$ cat config.mk
export PLATFORM = sky130hd
export DESIGN_NAME = fdmm_ctrl
export DESIGN_NICKNAME = d
export VERILOG_FILES = /design/src/sv/fdmm_pkg.sv /design/src/sv/fdmm_ctrl.sv
export SDC_FILE = /design/constraint.sdc
export NUM_CORES = 1
export LEC_CHECK = 0
export ABC_AREA = 0
export ABC_CLOCK_PERIOD_IN_PS = 2300
export BUFFER_PORTS_ARGS = -buffer_cell sky130_fd_sc_hd__buf_2
export CAP_MARGIN = 20
export CELL_PAD_IN_SITES_DETAIL_PLACEMENT = 0
export CELL_PAD_IN_SITES_GLOBAL_PLACEMENT = 1
export CORE_AREA = 2 2 39 41
export CTS_BUF_LIST = sky130_fd_sc_hd__clkbuf_8 sky130_fd_sc_hd__clkbuf_16
export CTS_CLUSTER_DIAMETER = 120
export DETAILED_ROUTE_END_ITERATION = 8
export DIE_AREA = 0 0 41 43
export PLACE_DENSITY = 0.54
export SETUP_SLACK_MARGIN = 0.02
export SYNTH_ARGS = -nofsm -noshare
export SYNTH_HDL_FRONTEND = slang
export SYNTH_SLANG_ARGS = --single-unit
$ cat constraint.sdc
create_clock -name clk -period 2.3 [get_ports clk]
set_input_delay 0.23 -clock clk [delete_from_list [all_inputs] [get_ports clk]]
set_output_delay 0.23 -clock clk [all_outputs]
set_load 0.1 [all_outputs]
$ cat src/sv/fdmm_pkg.sv
// ----------------------------------------------------------------------------
// fdmm_pkg: shared definitions of the frame difference motion meter
// Sizes, scale constants, controller states and control/status groups.
// ----------------------------------------------------------------------------
package fdmm_pkg;

    localparam int SAMPLE_STRIDE = 12;
    localparam int MAX_SAMPLES   = 32768;
    localparam int MOTION_MAX    = 100000;

    localparam int PX_W     = 8;
    localparam int POS_W    = 19;
    localparam int SUM_W    = 24;
    localparam int Q_W      = $clog2(MOTION_MAX + 1);
    localparam int PH_W     = (SAMPLE_STRIDE > 1) ? $clog2(SAMPLE_STRIDE) : 1;
    localparam int ADDR_W   = $clog2(MAX_SAMPLES);
    localparam int CNT_W    = $clog2(MAX_SAMPLES + 1);

    // motion = sum * NUM_SCALE / (len << DEN_SHIFT)
    localparam int NUM_SCALE = MOTION_MAX * SAMPLE_STRIDE;
    localparam int SCALE_W   = $clog2(NUM_SCALE + 1);
    localparam int NUM_W     = SUM_W + SCALE_W;
    localparam int DEN_SHIFT = 6;
    localparam int DEN_W     = POS_W + DEN_SHIFT;
    localparam int REM_W     = (NUM_W > DEN_W + Q_W) ? NUM_W : DEN_W + Q_W;
    localparam int STEP_W    = $clog2(Q_W);

    localparam logic [POS_W-1:0] POS_MAX = {POS_W{1'b1}};
    localparam logic [SUM_W-1:0] SUM_MAX = {SUM_W{1'b1}};

    typedef enum logic [2:0] {
        ST_RUN,
        ST_DRAIN,
        ST_MUL,
        ST_CHK,
        ST_DIV,
        ST_OUT
    } fdmm_state_t;

    typedef struct packed {
        logic accept;
        logic clr_q;
        logic mul;
        logic chk;
        logic div_step;
    } fdmm_cmd_t;

    typedef struct packed {
        logic compared;
        logic quot_big;
        logic div_last;
    } fdmm_status_t;

endpackage

$ cat src/sv/fdmm_ctrl.sv
// ----------------------------------------------------------------------------
// fdmm_ctrl: sequencer of the motion meter
// Streams bytes, then steps the end-of-frame multiply, check and divide.
// ----------------------------------------------------------------------------
module fdmm_ctrl import fdmm_pkg::*;
(
    input  logic         clk,
    input  logic         rst_n,
    input  logic         in_valid,
    input  logic         frame_end,
    input  logic         out_ready,
    input  fdmm_status_t status,
    output logic         in_ready,
    output logic         out_valid,
    output fdmm_cmd_t    cmd
);

    fdmm_state_t state_reg;
    fdmm_state_t state_next;

    always_ff @(posedge clk or negedge rst_n)
    begin
        if (!rst_n)
        begin
            state_reg <= ST_RUN;
        end
        else
        begin
            state_reg <= state_next;
        end
    end

    always_comb
    begin
        state_next = state_reg;
        unique case (state_reg)
            ST_RUN:
            begin
                if (in_valid && frame_end)
                begin
                    state_next = ST_DRAIN;
                end
            end
            ST_DRAIN: state_next = status.compared ? ST_MUL : ST_OUT;
            ST_MUL:   state_next = ST_CHK;
            ST_CHK:   state_next = status.quot_big ? ST_OUT : ST_DIV;
            ST_DIV:
            begin
                if (status.div_last)
                begin
                    state_next = ST_OUT;
                end
            end
            ST_OUT:
            begin
                if (out_ready)
                begin
                    state_next = ST_RUN;
                end
            end
            default:  state_next = ST_RUN;
        endcase
    end

    always_comb
    begin
        in_ready  = 1'b0;
        out_valid = 1'b0;
        cmd       = '0;
        unique case (state_reg)
            ST_RUN:
            begin
                in_ready   = 1'b1;
                cmd.accept = in_valid;
            end
            ST_DRAIN: cmd.clr_q    = 1'b1;
            ST_MUL:   cmd.mul      = 1'b1;
            ST_CHK:   cmd.chk      = 1'b1;
            ST_DIV:   cmd.div_step = 1'b1;
            ST_OUT:   out_valid    = 1'b1;
            default:  in_ready     = 1'b0;
        endcase
    end

endmodule

**Word level (Yosys, flattened, before mapping)**

Index checks and enable logic that the tools add are counted.
W data, S select, Z words.

- Output and inout bits: 7
- Bits in registers: 3
- Input bits: 8
- Word-level logic and storage cells: 25

- Multiplexer cells: 13
- Eq/ne operators: 8
- Reduce and logical (&&, ||, !) cells: 3

Operators with widths:

| operator | number |
|---|---|
| $pmux W3 S6 | 1 |
| $mux W3 | 4 |
| $mux W1 | 8 |
| $eq A3 B2 Y1 const B | 2 |
| $eq A3 B3 Y1 const B | 2 |
| $ne A2 B2 Y1 const B | 3 |
| $eq A3 B1 Y1 const B | 1 |
| $logic_not A3 Y1 | 1 |
| $reduce_and A3 Y1 | 1 |
| $logic_and A1 B1 Y1 | 1 |

**Depth between registers and ports, before layout**

Gate-level depths: netlist of run 1.

- Depth in word-level cells: 3
- Gate-level depth with buffers: 4
- Gate-level depth less buffers: 3

**Worst setup path before layout of run 1**

Ideal clock, no wire load.

- Path type: register to output
- From: reg state_reg[0]
- To: out cmd[4] (netlist bit)
- Stages on the path, launching flop included: 4
- Path slack: -1.508 ns
- Data arrival time: 3.578 ns
- Path buffers: 1
- Data required time: 2.070 ns
- Cell sequence: dfrtp_1 -> buf_4 -> nor3_1 -> and2_1

RTL lines:

| what | RTL line | source |
|---|---|---|
| from (decl) | fdmm_ctrl.sv:18 | `fdmm_state_t state_reg;` |
| from (signal assigned) | fdmm_ctrl.sv:29 | `state_reg <= state_next;` |
| to (decl) | fdmm_ctrl.sv:15 | `output fdmm_cmd_t cmd` |

==> flow_summary.json, run 1 <==
{
  "ff2ff_path_depth": 3,
  "clock_latency_ns": 0.21,
  "htree_levels": 1,
  "area.sequential_um2": 75.1,
  "hold_end": "state_reg[1]",
  "arrival_ns": 1.48,
  "clock.fmax_mhz": 585,
  "hold_path_depth": 2,
  "n_antenna_cell": 0,
  "min_from": "status[2]",
  "grt_max_degree": 12,
  "syn_inst": 26,
  "dpl.cell_count": 53,
  "rows": 14,
  "multi_input_area_um2": 149,
  "die_w_um": 41,
  "design.core.area_um2": 1380,
  "synth_area_per_cell_um2": 9.43,
  "dieArea_um2": 1760,
  "place_ws_ns": 0.797,
  "setup_viol": 0,
  "drive_above_1_share": 0.524,
  "largest_reg_flops": 3,
  "synthesis.nets": 34,
  "cts.clk_slew.worst_paths_ns": 0.03,
  "grt_overflow": 0,
  "skew_ns": 0.000917,
  "hold_violations": 0,
  "area_delta_synth_final_pct": 53.6,
  "worst_slew_pin_slew_ns": 0.486,
  "fin_crit_ns": 1.71,
  "start_kind": "flip-flop",
  "avgRoutedWirePerCell_um": 9.74,
  "setup.worst_path.class": "flip-flop to output port",
  "cp-end-kind": "output port",
  "cts_setup_buffers": 0,
  "syn-cell-area_um2": 245,
  "yosysWarnings": 0,
  "vias": 237,
  "firstDrtPassIters": 4,
  "cts.sinks": 3,
  "r2r_start": "state_reg[2]",
  "first_global_vias": 208,
  "cts_root_buf": "clkbuf_8",
  "holdWs_ns": 0.269,
  "start_util": 0.177,
  "drt-initial-drc-count": 2,
  "hpwlAfterDp_um": 412,
  "via_per_inst": 4.09,
  "cp_max_fo": 11,
  "drc": 0,
  "port-buffer-count": 14,
  "final-max-slew-violation-count": 0,
  "required_ns": 2.07,
  "antenna_found_initial": 0,
  "wirelength_um": 565,
  "synth_cell_type_count": 20,
  "die_h_um": 43,
  "cts_buffer_depth": 2,
  "layout.cells.non_filler": 58,
  "ys_ff_latch": 3,
  "final.fill_count": 164,
  "status": "finished clean",
  "cts_tree": "done",
  "grt_pass1_wl_um": 848,
  "yosysSeqAreaShare": 0.306,
  "ant_nets": 0,
  "worst_slack_ns": 0.589,
  "r2r_slack_ns": 1.12,
  "grtUsageTotal": 0.0796,
  "pin_count": 15,
  "drv_cap": 0,
  "slew_headroom": 0.678,
  "fin_crit_sh": 0.744,
  "rsz0062_at_grt": "false",
  "numCtsBuffers": 3,
  "layout.nets": 51,
  "r2r-end": "state_reg[0]",
  "min_path_type": "input pin to flip-flop",
  "gp_congestion": 0.676
}
==> logic make-up (layout without fill, tap and decap cells) <==
group / after synthesis / count (layout) / share of synthesized area
compound gates: 10 / 10 / 0.301
buf+inv: 5 / 21 / 0.128
simple gates: 8 / 8 / 0.265
flops: 3 / 3 / 0.306
==> cell type report <==
type | instances | share of cell area
multi-input cells | 18 | 0.395
flip-flops and latches | 3 | 0.199
clock inverters | 1 | 0.00997
well taps | 16 | 0.0532
repair buffers | 15 | 0.213
inverters | 2 | 0.0199
clock buffers | 3 | 0.110
==> routing by layer <==
metal | share of wire | up-vias | global-route usage
met5 | 0 | - | 0
met4 | 0 | 0 | 0.0800
met3 | 0.088 | 0 | 0.0471
met2 | 0.46 | 10 | 0.0969
met1 | 0.45 | 102 | 0.0877
li1 | - | 125 | -
==> synth_stat cells (all sizes together) <==
library cell	n	area [um2]
a21o	1	7.51
a22o	1	8.76
o2bb2ai	1	8.76
dfrtp	3	75.1
and2	1	6.26
a21oi	1	5.00
nand2	1	3.75
a21boi	1	7.51
nor3	1	5.00
a211oi	1	12.5
nor3b	3	32.5
inv	2	7.51
and3b	2	17.5
buf	3	23.8
o21ai	2	10.0
o22ai	1	6.26
o21a	1	7.51
==> worst max-delay path, stage by stage (launching register included) <==
cell and delay (ns):
dfrtp_1 0.49, nor3_2 0.22, and2_1 0.13, buf_2 0.41
==> through the flow <==
| stage | setup TNS, ns | cell area, um2 | utilization |
|---|---|---|---|
| 2_1_floorplan | -0.592 | 255 | - |
| 3_3_place_gp | 0 | 322 | 0.232 |
| 3_5_place_dp | 0 | 322 | 0.232 |
| 4_1_cts | 0 | 377 | 0.272 |
| 5_1_grt | 0 | 377 | 0.272 |
| 6_report | 0 | 377 | 0.272 |
==> worst max path at each step <==
stage,startpoint,to,cells after the start,slack [ns]
floorplan,state_reg[1],cmd[4],3,-0.59
global placement,state_reg[1],cmd[4],3,0.78
detailed placement,state_reg[1],cmd[4],3,0.80
CTS,state_reg[2],cmd[0],2,0.57
global route,state_reg[2],cmd[0],2,0.50
finish,state_reg[1],cmd[4],3,0.59
==> cells in the final DEF (no fill, tap or decap) <==
cell,netlist,final
buf_2,1,14
a21oi_1,1,1
a22o_1,1,1
a211oi_2,1,1
clkbuf_8,0,3
o2bb2ai_1,1,1
and2_1,1,1
o21ai_0,2,2
nor3_2,0,1
nor3b_2,2,3
and3b_1,2,2
nand2_1,1,1
o21a_1,1,1
a21o_1,1,1
o22ai_1,1,1
inv_1,2,3
dfrtp_1,3,3
dlygate4sd3_1,0,1
a21boi_1,1,1
==> what timing repair did <==
action	4_1_cts	5_1_grt
endpoints found under the hold margin	3	0
resized for setup	0	0
hold buffers	1	0
setup endpoints to repair	0	0
Power of run 1 is left out: the tool's default activity adds up to more than one toggle a clock period on the data nets, which glitch-free logic cannot reach.
==> inputs of run 2 (changes only) <==
ABC_CLOCK_PERIOD_IN_PS = 1600   (was 2300)
clock period = 1.6 ns   (was 2.3 ns; I/O delays follow)
==> run 2 against run 1 <==
Net effect: clock skew up 0.0012 ns; global-route usage up 0.69 points; routed wire length up 5.5%; sequential share of layout area down 4.6 points; cell area up 37%; first-iteration DRC count unchanged; non-clock buffer count unchanged; die area unchanged; critical endpoint unchanged; largest cell class is now non-clock buffers.
==> flow_summary.json, run 2 (synthesis results as in run 1) <==
{
  "gp_congestion": 0.726,
  "port-buffer-count": 14,
  "arrival_ns": 1.32,
  "drt-initial-drc-count": 2,
  "htree_levels": 1,
  "clock_latency_ns": 0.21,
  "via_per_inst": 4.29,
  "wirelength_um": 596,
  "vias": 249,
  "r2r_slack_ns": 0.44,
  "stdcell_area_um2": 514,
  "firstDrtPassIters": 2,
  "largest_reg_flops": 3,
  "first_global_vias": 257,
  "drive_above_1_share": 0.643,
  "die_w_um": 41,
  "grt_pass1_wl_mm": 1.01,
  "status": "finished clean",
  "r2r_start": "state_reg[2]",
  "cts.sinks": 3,
  "cts.clk_slew.worst_paths_ns": 0.03,
  "start_kind": "flip-flop",
  "cts_buffer_depth": 2,
  "drv_cap": 0,
  "die_h_um": 43,
  "rows": 14,
  "hpwlAfterDp_um": 458,
  "slew_headroom": 0.817,
  "area_delta_synth_final_pct": 110,
  "r2r-end": "state_reg[0]",
  "fin_crit_ns": 1.48,
  "cp-startpoint": "state_reg[0]",
  "antenna_found_initial": 0,
  "rsz0062_at_grt": "false",
  "required_ns": 1.44,
  "cts_root_buf": "clkbuf_8",
  "dieArea_um2": 1760,
  "clock.fmax_mhz": 675,
  "cts_setup_buffers": 0,
  "final-max-slew-violation-count": 0,
  "place_area_um2": 455,
  "setup.worst_path.class": "flip-flop to output port",
  "cp-end-kind": "output port",
  "skew_ns": 0.00216,
  "design.core.area_um2": 1380,
  "fin_crit_sh": 0.925,
  "cts_tree": "done",
  "n_antenna_cell": 0,
  "grt_overflow": 0,
  "ant_nets": 0,
  "hold_violations": 0,
  "cp_max_fo": 11,
  "min_path_type": "input pin to flip-flop",
  "start_util": 0.177,
  "layout.nets": 51,
  "grt_max_degree": 12,
  "pin_count": 15,
  "ff2ff_path_depth": 3,
  "grtUsageTotal": 0.0864,
  "worst_slew_pin_slew_ns": 0.274,
  "drc": 0,
  "setup_viol": 0,
  "avgRoutedWirePerCell_um": 10.3,
  "numCtsBuffers": 3,
  "layout_common_cells": "buf_2 (7), buf_12 (7)",
  "crit_path_end": "cmd[4]"
}
-- run 2: cell counts in the layout (fill, tap and decap cells not counted) --
No cell type changed its count.
-- run 2: what timing repair did --
action / in CTS / in global routing
gates resized for setup: 1 / 2
setup endpoints to repair: 1 / 3
cloned: 0 / 0
hold endpoints to repair: 3 / 0
hold buffers: 1 / 0
-- run 2: critical path, cell delays in order, from the launching register on --
cell,delay (ns)
dfrtp_2,0.50
nor3_4,0.26
and2_4,0.19
buf_12,0.16
-- run 2: worst min path at each step --
stage               depth (start not counted)            to  slack [ns]      start
finish                                      2  state_reg[1]        0.21  status[2]
global route                                2  state_reg[1]        0.22  status[2]
CTS                                         2  state_reg[1]        0.20  status[2]
detailed placement                          1  state_reg[0]       -0.04      rst_n
global placement                            1  state_reg[2]       -0.04      rst_n
floorplan                                   0  state_reg[0]       -0.14      rst_n
-- run 2: area by class of cell --
class                   instances  area (um2)
well taps                      16        20.0
clock buffers                   3        41.3
inverters                       2        7.51
fillers                       141         870
clock inverters                 1        3.75
flip-flops and latches          3        78.8
multi-input cells              18         178
repair buffers                 15         185
-- run 2: stage by stage --
stage          worst slack, ns  hold WS (ns)  std cells  utilization  TNS [ns]
2_1_floorplan           -0.419        -0.136         26            -    -0.530
6_report                 0.119         0.209         58        0.372         0
4_1_cts                 0.0338         0.203         58        0.370         0
3_3_place_gp             0.254       -0.0443         53        0.329         0
5_1_grt                 0.0562         0.223         58        0.372         0
3_5_place_dp             0.243       -0.0429         53        0.329         0
-- run 2: routing by layer --
metal | vias up | share of wire | global-route usage
met5 | - | 0 | 0
met4 | 0 | 0 | 0.0800
met3 | 0 | 0.086 | 0.0209
met2 | 12 | 0.49 | 0.116
met1 | 111 | 0.42 | 0.106
li1 | 126 | - | -
Power of run 2 is left out for the same reason.
